**config.mk**
```make
export PLATFORM = sky130hd
export DESIGN_NAME = cascaded_biquad_iir_filter_core
export DESIGN_NICKNAME = d
export VERILOG_FILES = /design/src/rtl/cbq_pkg.sv /design/src/rtl/cbq_datapath.sv /design/src/rtl/cascaded_biquad_iir_filter_core.sv
export VERILOG_INCLUDE_DIRS = /design/src /design/src/rtl
export SDC_FILE = /design/constraint.sdc
export NUM_CORES = 2
export LEC_CHECK = 0
export BUFFER_PORTS_ARGS = -buffer_cell sky130_fd_sc_hd__buf_2
export CORE_ASPECT_RATIO = 0.7
export CORE_UTILIZATION = 25
export CTS_CLUSTER_DIAMETER = 60
export DETAILED_ROUTE_END_ITERATION = 12
export PLACE_DENSITY = 0.5
export SLEW_MARGIN = 20
export SYNTH_ARGS = -nofsm -noshare
export SYNTH_HDL_FRONTEND = slang
export SYNTH_HIERARCHICAL = 1
export SYNTH_SLANG_ARGS = --single-unit
```
**constraint.sdc**
```tcl
create_clock -name clk_i -period 8.5 [get_ports clk_i]
set_clock_uncertainty 0.1 [all_clocks]
set_input_delay 0.425 -clock clk_i [delete_from_list [all_inputs] [get_ports clk_i]]
set_output_delay 0.425 -clock clk_i [all_outputs]
set_load 0.1 [all_outputs]
```
**src/rtl/assert_macros.svh**
```systemverilog
`ifndef ASSERT_MACROS_SVH
`define ASSERT_MACROS_SVH

// Concurrent property on a clock, off during reset.
`define ASSERT_AT(lbl, clk, rst_n, prop, msg) \
  lbl: assert property (@(posedge clk) disable iff (!rst_n) prop) else $error(msg);

// Antecedent in one cycle, consequent in the next.
`define ASSERT_NEXT(lbl, clk, rst_n, ante, cons, msg) \
  lbl: assert property (@(posedge clk) disable iff (!rst_n) (ante) |=> (cons)) else $error(msg);

`endif

```
**src/rtl/cbq_pkg.sv**
```systemverilog
package cbq_pkg;

  localparam int MaxSectionsDef = 8;
  localparam int CoefsPerSec    = 5;
  localparam int SampleW        = 16;
  localparam int CoefW          = 16;
  localparam int DelayW         = 32;
  localparam int IdxW           = 6;
  localparam int CountW         = 4;
  localparam int ProdW          = DelayW + CoefW;
  localparam int FracShift      = 14;
  localparam int OutShift       = 8;
  localparam int AccW           = 37;
  localparam int StepW          = 3;

  localparam logic [CountW-1:0] SectionCountRst = CountW'(1);

  localparam logic FUNC_FILTER = 1'b0;
  localparam logic FUNC_COEF   = 1'b1;

  typedef struct packed {
    logic                      func;
    logic signed [SampleW-1:0] sample_in;
    logic [IdxW-1:0]           coef_index;
    logic signed [CoefW-1:0]   coef_value;
    logic                      end_of_block;
  } in_item_t;

  typedef struct packed {
    logic signed [SampleW-1:0] sample_out;
    logic                      last_of_block;
  } out_item_t;

  // coefficient order inside a section
  typedef enum logic [2:0] {
    POS_A1 = 3'd0,
    POS_A2 = 3'd1,
    POS_B2 = 3'd2,
    POS_B0 = 3'd3,
    POS_B1 = 3'd4
  } coef_pos_e;

  typedef enum logic {
    SLOT_W1,
    SLOT_W2
  } slot_e;

  typedef enum logic [1:0] {
    SRC_DLY,
    SRC_W1,
    SRC_W2,
    SRC_W0
  } mul_src_e;

  typedef enum logic [1:0] {
    ACC_HOLD,
    ACC_LOAD,
    ACC_SUB,
    ACC_ADD
  } acc_op_e;

  typedef enum logic [1:0] {
    SEQ_NEXT,
    SEQ_LOOP,
    SEQ_OUT
  } seq_e;

  typedef struct packed {
    coef_pos_e coef_pos;
    slot_e     slot;
    logic      ld_w1;
    logic      ld_w2;
    logic      mul_en;
    mul_src_e  mul_src;
    acc_op_e   acc_op;
    logic      w0_ld;
    logic      dly_wr;
    seq_e      seq;
  } ucode_t;

  typedef struct packed {
    logic   start;
    logic   coef_wr;
    logic   emit;
    ucode_t uc;
  } dp_cmd_t;

  localparam ucode_t UC_NOP = '{
    coef_pos: POS_A1, slot: SLOT_W1, ld_w1: 1'b0, ld_w2: 1'b0, mul_en: 1'b0,
    mul_src: SRC_DLY, acc_op: ACC_HOLD, w0_ld: 1'b0, dly_wr: 1'b0, seq: SEQ_NEXT
  };

  localparam logic [StepW-1:0] STEP_RD_W1  = StepW'(0);
  localparam logic [StepW-1:0] STEP_RD_W2  = StepW'(1);
  localparam logic [StepW-1:0] STEP_SUB_A1 = StepW'(2);
  localparam logic [StepW-1:0] STEP_SUB_A2 = StepW'(3);
  localparam logic [StepW-1:0] STEP_W0     = StepW'(4);
  localparam logic [StepW-1:0] STEP_ADD_B1 = StepW'(5);
  localparam logic [StepW-1:0] STEP_ADD_B0 = StepW'(6);
  localparam logic [StepW-1:0] STEP_OUT    = StepW'(7);

  // One section program. Memory reads return in the cycle after the address.
  function automatic ucode_t ucode_rom(input logic [StepW-1:0] step);
    ucode_t uc;
    uc = UC_NOP;
    case (step)
      STEP_RD_W1: begin
        uc.coef_pos = POS_A1;
        uc.slot     = SLOT_W1;
      end
      STEP_RD_W2: begin
        uc.coef_pos = POS_A2;
        uc.slot     = SLOT_W2;
        uc.ld_w1    = 1'b1;
        uc.mul_en   = 1'b1;
        uc.mul_src  = SRC_DLY;
      end
      STEP_SUB_A1: begin
        uc.coef_pos = POS_B2;
        uc.ld_w2    = 1'b1;
        uc.mul_en   = 1'b1;
        uc.mul_src  = SRC_DLY;
        uc.acc_op   = ACC_SUB;
      end
      STEP_SUB_A2: begin
        uc.coef_pos = POS_B1;
        uc.mul_en   = 1'b1;
        uc.mul_src  = SRC_W2;
        uc.acc_op   = ACC_SUB;
      end
      STEP_W0: begin
        uc.coef_pos = POS_B0;
        uc.mul_en   = 1'b1;
        uc.mul_src  = SRC_W1;
        uc.acc_op   = ACC_LOAD;
        uc.w0_ld    = 1'b1;
      end
      STEP_ADD_B1: begin
        uc.mul_en   = 1'b1;
        uc.mul_src  = SRC_W0;
        uc.acc_op   = ACC_ADD;
        uc.dly_wr   = 1'b1;
      end
      STEP_ADD_B0: begin
        uc.acc_op   = ACC_ADD;
        uc.seq      = SEQ_LOOP;
      end
      STEP_OUT: begin
        uc.seq      = SEQ_OUT;
      end
      default: begin
        uc = UC_NOP;
      end
    endcase
    return uc;
  endfunction

endpackage

```
**src/rtl/cbq_datapath.sv**
```systemverilog
`include "assert_macros.svh"

module cbq_datapath
  import cbq_pkg::*;
#(
  parameter int MAX_SECTIONS = MaxSectionsDef
) (
  input  logic                      clk_i,
  input  logic                      rst_ni,
  input  dp_cmd_t                   cmd_i,
  input  in_item_t                  item_i,
  input  logic [CountW-1:0]         section_count_i,
  output logic                      more_sec_o,
  output logic signed [SampleW-1:0] sample_o
);

  localparam int NsW       = $clog2(MAX_SECTIONS + 1);
  localparam int SecW      = (MAX_SECTIONS > 1) ? $clog2(MAX_SECTIONS) : 1;
  localparam int DlyDepth  = 2 * MAX_SECTIONS;
  localparam int DAW       = $clog2(DlyDepth);
  localparam int CoefDepth = CoefsPerSec * MAX_SECTIONS;
  localparam int CAW       = $clog2(CoefDepth);
  localparam int CmpW      = ((IdxW > CAW) ? IdxW : CAW) + 1;
  localparam int CntCmpW   = (CountW > NsW) ? CountW : NsW;
  localparam int ShpW      = ProdW - FracShift;

  // sequencing state
  logic [NsW-1:0]  ns_q;
  logic [SecW-1:0] sec_q;
  logic [CAW-1:0]  base_q;
  logic            phase_q;
  logic [NsW-1:0]  ns_d;

  // coefficient store
  logic signed [CoefW-1:0] coef_mem [CoefDepth];
  logic [CoefDepth-1:0]    coef_vld_q;
  logic signed [CoefW-1:0] coef_rd_q;
  logic                    coef_rv_q;
  logic [CAW-1:0]          coef_wr_addr;
  logic [CAW-1:0]          coef_rd_addr;
  logic                    coef_we;
  logic signed [CoefW-1:0] coef_val;

  // delay store
  logic signed [DelayW-1:0] dly_mem [DlyDepth];
  logic [DlyDepth-1:0]      dly_vld_q;
  logic signed [DelayW-1:0] dly_rd_q;
  logic                     dly_rv_q;
  logic [DAW-1:0]           slot_lo;
  logic [DAW-1:0]           slot_hi;
  logic [DAW-1:0]           w1_slot;
  logic [DAW-1:0]           w2_slot;
  logic [DAW-1:0]           dly_rd_addr;
  logic signed [DelayW-1:0] dly_val;

  // arithmetic
  logic signed [DelayW-1:0] w1_q;
  logic signed [DelayW-1:0] w2_q;
  logic signed [DelayW-1:0] w0_q;
  logic signed [DelayW-1:0] w0_d;
  logic signed [DelayW-1:0] mul_a;
  logic signed [ProdW-1:0]  prod_q;
  logic signed [ProdW-1:0]  prod_d;
  logic signed [AccW-1:0]   acc_q;
  logic signed [AccW-1:0]   acc_d;
  logic signed [AccW-1:0]   shp;
  logic signed [AccW-1:0]   tr;
  logic [AccW-SampleW-OutShift:0] tr_top;

  assign ns_d = (CntCmpW'(section_count_i) > CntCmpW'(MAX_SECTIONS)) ?
                NsW'(MAX_SECTIONS) : NsW'(section_count_i);

  assign more_sec_o = ((NsW+1)'(sec_q) + (NsW+1)'(1)) < (NsW+1)'(ns_q);

  always_ff @(posedge clk_i or negedge rst_ni) begin
    if (!rst_ni) begin
      ns_q    <= '0;
      sec_q   <= '0;
      base_q  <= '0;
      phase_q <= 1'b0;
    end else begin
      if (cmd_i.start) begin
        ns_q   <= ns_d;
        sec_q  <= '0;
        base_q <= '0;
      end else if (cmd_i.uc.seq == SEQ_LOOP && more_sec_o) begin
        sec_q  <= sec_q + SecW'(1);
        base_q <= base_q + CAW'(CoefsPerSec);
      end
      if (cmd_i.emit) begin
        phase_q <= ~phase_q;
      end
    end
  end

  // ---- coefficient store ----
  assign coef_wr_addr = CAW'(item_i.coef_index);
  assign coef_we      = cmd_i.coef_wr &&
                        (CmpW'(item_i.coef_index) < CmpW'(CoefDepth));
  assign coef_rd_addr = base_q + CAW'(cmd_i.uc.coef_pos);

  always_ff @(posedge clk_i) begin
    if (coef_we) begin
      coef_mem[coef_wr_addr] <= item_i.coef_value;
    end
    coef_rd_q <= coef_mem[coef_rd_addr];
  end

  always_ff @(posedge clk_i or negedge rst_ni) begin
    if (!rst_ni) begin
      coef_vld_q <= '0;
      coef_rv_q  <= 1'b0;
    end else begin
      if (coef_we) begin
        coef_vld_q[coef_wr_addr] <= 1'b1;
      end
      coef_rv_q <= coef_vld_q[coef_rd_addr];
    end
  end

  assign coef_val = coef_rv_q ? coef_rd_q : '0;

  // ---- delay store: halves swap roles with the phase ----
  assign slot_lo     = DAW'(sec_q);
  assign slot_hi     = DAW'(ns_q) + DAW'(sec_q);
  assign w1_slot     = phase_q ? slot_hi : slot_lo;
  assign w2_slot     = phase_q ? slot_lo : slot_hi;
  assign dly_rd_addr = (cmd_i.uc.slot == SLOT_W1) ? w1_slot : w2_slot;

  always_ff @(posedge clk_i) begin
    if (cmd_i.uc.dly_wr) begin
      dly_mem[w2_slot] <= w0_q;
    end
    dly_rd_q <= dly_mem[dly_rd_addr];
  end

  always_ff @(posedge clk_i or negedge rst_ni) begin
    if (!rst_ni) begin
      dly_vld_q <= '0;
      dly_rv_q  <= 1'b0;
    end else begin
      if (cmd_i.uc.dly_wr) begin
        dly_vld_q[w2_slot] <= 1'b1;
      end
      dly_rv_q <= dly_vld_q[dly_rd_addr];
    end
  end

  assign dly_val = dly_rv_q ? dly_rd_q : '0;

  // ---- multiply / accumulate ----
  always_comb begin
    case (cmd_i.uc.mul_src)
      SRC_DLY: mul_a = dly_val;
      SRC_W1:  mul_a = w1_q;
      SRC_W2:  mul_a = w2_q;
      SRC_W0:  mul_a = w0_q;
      default: mul_a = dly_val;
    endcase
  end

  assign prod_d = mul_a * coef_val;

  // product >> 14, floor
  assign shp = {{(AccW-ShpW){prod_q[ProdW-1]}}, prod_q[ProdW-1:FracShift]};

  always_comb begin
    case (cmd_i.uc.acc_op)
      ACC_LOAD: acc_d = shp;
      ACC_SUB:  acc_d = acc_q - shp;
      ACC_ADD:  acc_d = acc_q + shp;
      default:  acc_d = acc_q;
    endcase
    if (cmd_i.start) begin
      acc_d = {{(AccW-SampleW-OutShift){item_i.sample_in[SampleW-1]}},
               item_i.sample_in, {OutShift{1'b0}}};
    end
  end

  // w0 saturates to 32 bits
  always_comb begin
    if ((&acc_q[AccW-1:DelayW-1]) || !(|acc_q[AccW-1:DelayW-1])) begin
      w0_d = acc_q[DelayW-1:0];
    end else if (acc_q[AccW-1]) begin
      w0_d = {1'b1, {(DelayW-1){1'b0}}};
    end else begin
      w0_d = {1'b0, {(DelayW-1){1'b1}}};
    end
  end

  always_ff @(posedge clk_i) begin
    acc_q <= acc_d;
    if (cmd_i.uc.mul_en) begin
      prod_q <= prod_d;
    end
    if (cmd_i.uc.ld_w1) begin
      w1_q <= dly_val;
    end
    if (cmd_i.uc.ld_w2) begin
      w2_q <= dly_val;
    end
    if (cmd_i.uc.w0_ld) begin
      w0_q <= w0_d;
    end
  end

  // output: y >> 8 toward zero, then clamp to 16 bits
  assign tr     = acc_q + (acc_q[AccW-1] ? AccW'(255) : AccW'(0));
  assign tr_top = tr[AccW-1:SampleW+OutShift-1];

  always_comb begin
    if ((&tr_top) || !(|tr_top)) begin
      sample_o = tr[SampleW+OutShift-1:OutShift];
    end else if (tr[AccW-1]) begin
      sample_o = {1'b1, {(SampleW-1){1'b0}}};
    end else begin
      sample_o = {1'b0, {(SampleW-1){1'b1}}};
    end
  end

  `ASSERT_AT(a_wr_after_w0, clk_i, rst_ni, cmd_i.uc.dly_wr |-> $past(cmd_i.uc.w0_ld), "delay write without fresh w0")
  `ASSERT_AT(a_phase_on_emit, clk_i, rst_ni, (phase_q != $past(phase_q)) |-> $past(cmd_i.emit), "phase moved without a result")

endmodule

```
**src/rtl/cascaded_biquad_iir_filter_core.sv**
```systemverilog
// Cascaded direct-form-II biquad filter, 16-bit samples, Q2.14 coefficients.
// Input channel (in_valid_i / in_stall_o / in_data_i): func 0 filters one
// sample and yields one result; func 1 writes one coefficient slot (slots past
// the last of MAX_SECTIONS sections are dropped) and yields nothing.
// Output channel (out_valid_o / out_stall_i / out_data_o): one filtered sample
// per filter transaction, with end_of_block copied to last_of_block.
// Config channel (cfg_valid_i / cfg_ready_o / cfg_data_i): section count,
// always ready, write it only while the block is idle.
// Timing: a coefficient write completes as it is accepted. A filter
// transaction with N active sections runs the microcode steps of each section
// in turn, then the final step loads the result register; the input stalls
// until that load. The steps per section come from the one shared 32x16
// multiplier fed by single-read-port stores.
// Stall: the result register holds until taken; a new transaction is taken
// while it waits, but the next result waits in the final step for it to drain.
// Reset: all coefficients and delay values read as zero, ping-pong phase 0,
// section count 1. No clearing pass is needed.
`include "assert_macros.svh"

module cascaded_biquad_iir_filter_core
  import cbq_pkg::*;
#(
  parameter int MAX_SECTIONS = MaxSectionsDef
) (
  input  logic              clk_i,
  input  logic              rst_ni,
  input  logic              in_valid_i,
  output logic              in_stall_o,
  input  in_item_t          in_data_i,
  output logic              out_valid_o,
  input  logic              out_stall_i,
  output out_item_t         out_data_o,
  input  logic              cfg_valid_i,
  output logic              cfg_ready_o,
  input  logic [CountW-1:0] cfg_data_i
);

  logic              busy_q, busy_d;
  logic [StepW-1:0]  step_q, step_d;
  logic [CountW-1:0] section_count_q;
  logic              out_valid_q;
  out_item_t         out_data_q;
  logic              eob_q;
  logic              in_accept;
  logic              more_sec;
  logic signed [SampleW-1:0] dp_sample;
  dp_cmd_t           cmd;

  assign in_stall_o  = busy_q;
  assign cfg_ready_o = 1'b1;
  assign in_accept   = in_valid_i && !in_stall_o;

  always_comb begin
    cmd.uc      = busy_q ? ucode_rom(step_q) : UC_NOP;
    cmd.start   = in_accept && (in_data_i.func == FUNC_FILTER);
    cmd.coef_wr = in_accept && (in_data_i.func == FUNC_COEF);
    cmd.emit    = busy_q && (cmd.uc.seq == SEQ_OUT) && (!out_valid_q || !out_stall_i);
  end

  // step counter with the loop jump from the microcode
  always_comb begin
    step_d = step_q;
    busy_d = busy_q;
    if (cmd.start) begin
      busy_d = 1'b1;
      step_d = (section_count_q == '0) ? STEP_OUT : STEP_RD_W1;
    end else if (busy_q) begin
      case (cmd.uc.seq)
        SEQ_NEXT: step_d = step_q + StepW'(1);
        SEQ_LOOP: step_d = more_sec ? STEP_RD_W1 : STEP_OUT;
        SEQ_OUT: begin
          if (cmd.emit) begin
            busy_d = 1'b0;
          end
        end
        default: step_d = step_q;
      endcase
    end
  end

  always_ff @(posedge clk_i or negedge rst_ni) begin
    if (!rst_ni) begin
      busy_q          <= 1'b0;
      step_q          <= STEP_RD_W1;
      section_count_q <= SectionCountRst;
      out_valid_q     <= 1'b0;
    end else begin
      busy_q <= busy_d;
      step_q <= step_d;
      if (cfg_valid_i && cfg_ready_o) begin
        section_count_q <= cfg_data_i;
      end
      if (cmd.emit) begin
        out_valid_q <= 1'b1;
      end else if (!out_stall_i) begin
        out_valid_q <= 1'b0;
      end
    end
  end

  always_ff @(posedge clk_i) begin
    if (cmd.start) begin
      eob_q <= in_data_i.end_of_block;
    end
    if (cmd.emit) begin
      out_data_q.sample_out    <= dp_sample;
      out_data_q.last_of_block <= eob_q;
    end
  end

  assign out_valid_o = out_valid_q;
  assign out_data_o  = out_data_q;

  cbq_datapath #(
    .MAX_SECTIONS(MAX_SECTIONS)
  ) u_datapath (
    .clk_i          (clk_i),
    .rst_ni         (rst_ni),
    .cmd_i          (cmd),
    .item_i         (in_data_i),
    .section_count_i(section_count_q),
    .more_sec_o     (more_sec),
    .sample_o       (dp_sample)
  );

  `ASSERT_AT(a_no_overwrite, clk_i, rst_ni, cmd.emit |-> (!out_valid_q || !out_stall_i), "pending result overwritten")
  `ASSERT_AT(a_out_from_seq, clk_i, rst_ni, $rose(out_valid_q) |-> $past(busy_q && step_q == STEP_OUT), "result outside final step")
  `ASSERT_NEXT(a_idle_after_emit, clk_i, rst_ni, cmd.emit, !busy_q, "sequencer still busy after result")

endmodule
```
=== Word level (Yosys, flattened, before mapping) ===
Memory sizes are Yosys's and may differ from the RTL's. A register that Yosys moved wholly into a read port is not among the register bits.
Index checks and enable logic that the tools add are counted.

* Add/subtract/negate cells: 9
* Multiply operators: 1
* Order comparisons: 9
* Equal/unequal tests: 16
* Mux-type cells: 50
* Bitwise operators: 4
* Reduce and logical (&&, ||, !) cells: 33

{| class="wikitable"
|+ Operators by type and width
! operator !! count
|-
| $pmux 32 s4 || 1
|-
| $pmux 37 s3 || 1
|-
| $mux 32 || 3
|-
| $mul 32x16->48 || 1
|-
| $mux 16 || 3
|-
| $or 40x40->40 || 1
|-
| $add 37x34->37 || 1
|-
| $add 37x37->37 || 1
|-
| $mux 37 || 1
|-
| $sub 37x34->37 || 1
|-
| $pmux 3 s4 || 2
|-
| $mux 1 || 18
|-
| $mux 3 || 6
|-
| $mux 4 || 4
|-
| $or 16x16->16 || 1
|-
| $mux 15 || 1
|-
| $lt 6x7->1 const B || 2
|-
| $reduce_and 14->1 || 1
|-
| $reduce_or 14->1 || 1
|-
| $eq 3x3->1 const B || 4
|-
| $mux 6 || 2
|-
| $eq 2x2->1 const B || 5
|-
| $lt 4x5->1 const B || 2
|-
| $logic_and 1x1->1 || 9
|-
| other kinds (34) || 50
|}

* Flip-flop bits (word level): 280
* Bits in writable memories: 1152
* Bits of input ports: 49
* Output and inout port bits: 20
* Logic and storage cells: 145
* Memories kept: 2

{| class="wikitable"
|+ Memory list
! name !! words !! width !! read ports !! clocked after Yosys merged registers in !! write ports !! RTL line !! RTL
|-
| u_datapath.coef_mem || 40 || 16 || 1 || 1 || 1 || cbq_datapath.sv:35 || <nowiki>logic signed [CoefW-1:0] coef_mem [CoefDepth];</nowiki>
|-
| u_datapath.dly_mem || 16 || 32 || 1 || 1 || 1 || cbq_datapath.sv:45 || <nowiki>logic signed [DelayW-1:0] dly_mem [DlyDepth];</nowiki>
|}

=== Logic depth before layout (Yosys ltp) ===
* Word-level depth: 11
* Mapped depth: 35
* Depth with buffers taken out: 32

=== Hierarchy ===
The synthesis kept the hierarchy.

{| class="wikitable"
|+ Modules (own cells, without submodules)
! module !! instances !! cells each !! area each (sq um) !! seq. area each (sq um)
|-
| cbq_datapath || 1 || 5044 || 75262.2 || 42290.6
|-
| cascaded_biquad_iir_filter_core || 1 || 88 || 1217.4 || 767.0
|}

=== Least setup slack after synthesis ===
No wires, ideal clock.

* Path type: register to register
* Start point: register busy_q (netlist: in_stall_o)
* End point: register u_datapath.prod_q[47], data pin
* Arrival: 8854 ps
* Data required time: 8142 ps
* Setup slack: -712 ps
* Stages on the path, launching flop included: 31
* Path buffers: 5
* Period minus slack after synthesis: 9212 ps
* Cell sequence: dfrtp_1 -> buf_2 -> nor2b_1 -> buf_1 -> buf_2 -> clkbuf_1 -> buf_1 -> nand2_1 -> o21ai_1 -> nor2_1 -> fa_1 -> inv_1 -> fa_1 -> inv_1 -> fa_1 -> inv_1 -> fa_1 -> fa_1 -> fa_1 -> inv_1 -> ha_1 -> a21o_1 -> a21o_1 -> a221oi_1 -> o21ai_0 -> nor3_1 -> a21boi_4 -> a31oi_1 -> o21ai_2 -> a221o_1 -> xnor2_1

{| class="wikitable"
|+ RTL lines
! what !! RTL line !! RTL
|-
| start, declared || cascaded_biquad_iir_filter_core.sv:38 || <nowiki>logic busy_q, busy_d;</nowiki>
|-
| start signal, assigned || cascaded_biquad_iir_filter_core.sv:88 || <nowiki>busy_q <= busy_d;</nowiki>
|-
| end signal, assigned || cbq_datapath.sv:194 || <nowiki>prod_q <= prod_d;</nowiki>
|-
| end, declared || cbq_datapath.sv:62 || <nowiki>logic signed [ProdW-1:0] prod_q;</nowiki>
|}

==> run summary <==
LAYOUT
------------------------------------------------------------------------------------------
Most common library cell in the layout ignoring fill and taps ...............     edfxtp_1
Most frequent cells in the layout ........................................... 1329 x edfxtp_1, 577 x inv_1, 487 x fa_1, 466 x nand2_1, 353 x mux4_2
Final core area utilization .................................................       28.98%
Area used by sequential logic in the layout .................................    43060 um2
Fraction of layout instances using a drive strength above 1 .................       18.12%
Area of the multi-input gates ...............................................    30780 um2
Number of inserted filler cells in the final layout .........................        30360
Net count reported at finish ................................................         6050
Layout-stage area growth over the synthesis result ..........................       15.04%

GLOBAL ROUTING
------------------------------------------------------------------------------------------
Antenna violations before repair ............................................           23
Pin count of the biggest net entering global routing ........................          107
GRT Overall Usage ...........................................................       13.94%
Congestion Overflow GR ......................................................            0
Number of global-route vias before repair ...................................        44610
Global-route wire length before repair ......................................    315500 um

ROUTE
------------------------------------------------------------------------------------------
Detailed-route vias per instance ............................................        4.566
First drt pass iteration count ..............................................            5
Per-cell routed wire length .................................................     22.92 um
Number of DRC markers in iteration 0 ........................................         3919
Number of nets with antenna violations after routing ........................            0
Routed wire length ..........................................................    217400 um
Via count of the routed design ..............................................        43310
Residual DRC count ..........................................................            0

TIMING
------------------------------------------------------------------------------------------
Finish-stage setup viols ....................................................            0
Setup WS post-layout ........................................................    0.3305 ns
Post-layout minimum cycle time ..............................................     8.169 ns
Total count of hold-check failures in the final report ......................            0
Minimum hold slack ..........................................................   0.03479 ns
Worst rel slew slack ........................................................       29.52%
Slew Limit Fails ............................................................            0
Maximum frequency from static timing analysis ...............................   0.1224 GHz
Tightest Pin Transition .....................................................     1.035 ns
Final period util ...........................................................       96.11%

YOSYS
------------------------------------------------------------------------------------------
Post-Syn Area ...............................................................    76480 um2
Library cells used by synthesis .............................................           82
Count of state elements after synthesis .....................................         1466
Sequential element share of the synthesized area ............................       56.30%
Yosys top cell area share ...................................................       52.18%
Share of synthesized registers carrying an async set or reset ...............       5.525%
Post-Synthesis Net Count ....................................................         5842
Post-synthesis cell type with the largest combined area .....................     edfxtp_1
Count of warnings emitted by yosys ..........................................            6
Avg Cell Area, Syn ..........................................................    14.90 um2
Most used flip-flop cell after synthesis ....................................     edfxtp_1
Most area-consuming cells after synthesis ................................... edfxtp_1 52%, fa_1 13%, mux4_2 10%
Number of instances in the synthesized netlist ..............................         5132
Count of flip-flops with a built-in enable after synthesis ..................         1329

JOB
------------------------------------------------------------------------------------------
Max capacitance violation total .............................................            0

CTS
------------------------------------------------------------------------------------------
Clock buffers created by TritonCTS ..........................................          158
Maximum root-to-sink buffer count ...........................................            4
Clock edge transition at the registers on the reported setup and hold paths .      0.06 ns
Master cell of the clock root buffer ........................................    clkbuf_16
CTS tree ....................................................................          yes
Clk Latency, worst-skew pair ................................................      0.87 ns
H-tree depth reported by CTS ................................................            4
Number of sinks handled by clock tree synthesis .............................         1466

FLOORPLANNING
------------------------------------------------------------------------------------------
Vert. Die Dim ...............................................................     464.8 um
Area of the placeable core ..................................................   303600 um2
Chip width ..................................................................     663.1 um
Top-level port count ........................................................           69
Starting utilization of the core area .......................................       25.19%
Die outline area ............................................................   308200 um2
Placement row count .........................................................          169

POWER
------------------------------------------------------------------------------------------
Pwr Total ...................................................................     33450 uW
Pwr per Cell Area ........................................................... 380.2 nW/um2
Maximum vdd ir drop .........................................................    0.4770 mV
Total leakage power .........................................................   0.03197 uW

PLACE
------------------------------------------------------------------------------------------
IO Port Bufs ................................................................           67
Dpl hpwl ....................................................................    149100 um
Setup slack after placement .................................................   -0.2114 ns
Placer Congestion ...........................................................       0.8979

STATUS
------------------------------------------------------------------------------------------
Status ......................................................................    completed

CRITICAL PATH
------------------------------------------------------------------------------------------
Maximum fanout count along the critical path ................................           23
Critical path class .........................................................      reg2reg
Critical path arrival .......................................................      8.59 ns
CP endpoint kind ............................................................    flip-flop
Data required time of the worst path ........................................      8.92 ns
Type of element launching the critical path .................................    flip-flop

MIN PATH
------------------------------------------------------------------------------------------
Min-Delay Path Class ........................................................       in2reg

## registers in the layout, indices dropped and copies added (netlist names), 3 cells and up
name and count:
out_data_o 17, section_count_q 4, step_q 3, u_datapath/acc_q 37, u_datapath/base_q 6, u_datapath/coef_mem 640, u_datapath/coef_rd_q 16, u_datapath/coef_vld_q 40
u_datapath/dly_mem 512, u_datapath/dly_rd_q 32, u_datapath/dly_vld_q 16, u_datapath/ns_q 4, u_datapath/prod_q 34, u_datapath/sec_q 3, u_datapath/w0_q 32, u_datapath/w1_q 32
u_datapath/w2_q 32
## area by class of cell
type,instances,share of cell area [%]
Sequential cell,1466,48.94
Multi-Input combinational cell,2857,34.98
Tap cell,4018,5.714
Clock buffer,215,4.865
Inverter,580,2.474
Timing Repair Buffer,277,2.363
Clock inverter,62,0.6357
Antenna cell,10,0.02844
## final timing paths
| kind | slack (ns) | from | depth (start not counted) | to |
|---|---|---|---|---|
| min in group asynchronous | 0.10 | rst_ni | 2 | u_datapath/coef_vld_q[35] |
| max in group asynchronous | 7.07 | rst_ni | 3 | u_datapath/coef_vld_q[21] |
| worst max-delay path | 0.33 | step_q[1] | 27 | u_datapath/prod_q[41] |
| worst min-delay path | 0.03 | in_data_i[36] | 3 | u_datapath/acc_q[21] |
| worst max register to register | 0.33 | step_q[1] | 27 | u_datapath/prod_q[41] |
| worst min register to register | 0.30 | eob_q | 0 | out_data_o[0] |
## per-stage QoR
stage / cells / cell area [um2] / setup TNS, ns
floorplan: 5132 / 76490 / 0
global placement: 9168 / 82780 / -0.05315
detailed placement: 9168 / 82780 / -0.4534
CTS: 9471 / 87890 / 0
global route: 9476 / 87960 / -0.003237
finish: 9485 / 87990 / 0
## per-layer routing
metal / share of wire, % / GRT usage, %
met2: 41 / 19.57
met4: 1.7 / 2.556
met3: 8.9 / 3.893
met1: 48 / 21.30
met5: 0.049 / 0
## power breakdown
| part | switching, uW | total [uW] | internal [uW] |
|---|---|---|---|
| clock network | 2800 | 6580 | 3780 |
| logic | 10000 | 17000 | 7030 |
| registers | 821 | 9840 | 9020 |
| total | 13600 | 33400 | 19800 |
## logic make-up (layout without fill, tap and decap cells)
family | count (synthesis) | after routing | synth area share [%]
and+or+nand+nor | 1152 | 1152 | 6.999
muxes | 431 | 431 | 11.45
AOI/OAI and AO/OA | 476 | 476 | 4.047
adders and majority gates | 661 | 661 | 15.60
DFF | 1466 | 1466 | 56.30
xor gates and xnor gates | 136 | 136 | 1.557
other | 1 | 11 | 0.004903
buffers and inverters | 809 | 1134 | 4.041
## critical path, cell delays in order, from the launching register on
cell	delay [ns]
dfrtp_1	0.41
inv_1	0.08
ha_1	0.25
mux2i_1	0.15
nor2b_4	0.15
buf_12	0.20
mux4_2	0.65
buf_4	0.23
nand2_1	0.08
fa_1	0.45
fa_1	0.51
inv_1	0.06
fa_1	0.50
inv_1	0.05
fa_1	0.57
fa_1	0.45
fa_1	0.53
inv_1	0.07
ha_1	0.33
a21o_1	0.17
a21o_1	0.16
a221oi_1	0.26
o21ai_1	0.16
nor3_2	0.25
a21boi_4	0.18
a311o_1	0.47
a21oi_1	0.20
xnor2_1	0.24
## repair_timing
item	in CTS	in global routing
endpoints found under the hold margin	59	0
hold buffers	26	0
setup buffers	0	4
pin swaps	0	2
gates cloned	0	0
resized for setup	2	7
endpoints found under the setup margin	5	14
## cells in the mapped netlist, drive strengths merged, types with 51 or more instances
cell / number
edfxtp: 1329
inv: 580
fa: 488
nand2: 469
mux4: 353
nor2: 279
clkbuf: 175
ha: 173
and2: 163
a21oi: 115
o21ai: 93
xnor2: 85
dfrtp: 80
a21o: 73
a211oi: 65
or2: 62
mux2i: 59
dfxtp: 56
buf: 54
nor2b: 54
xor2: 51
Note: power is estimated with default switching activity, not from simulation.
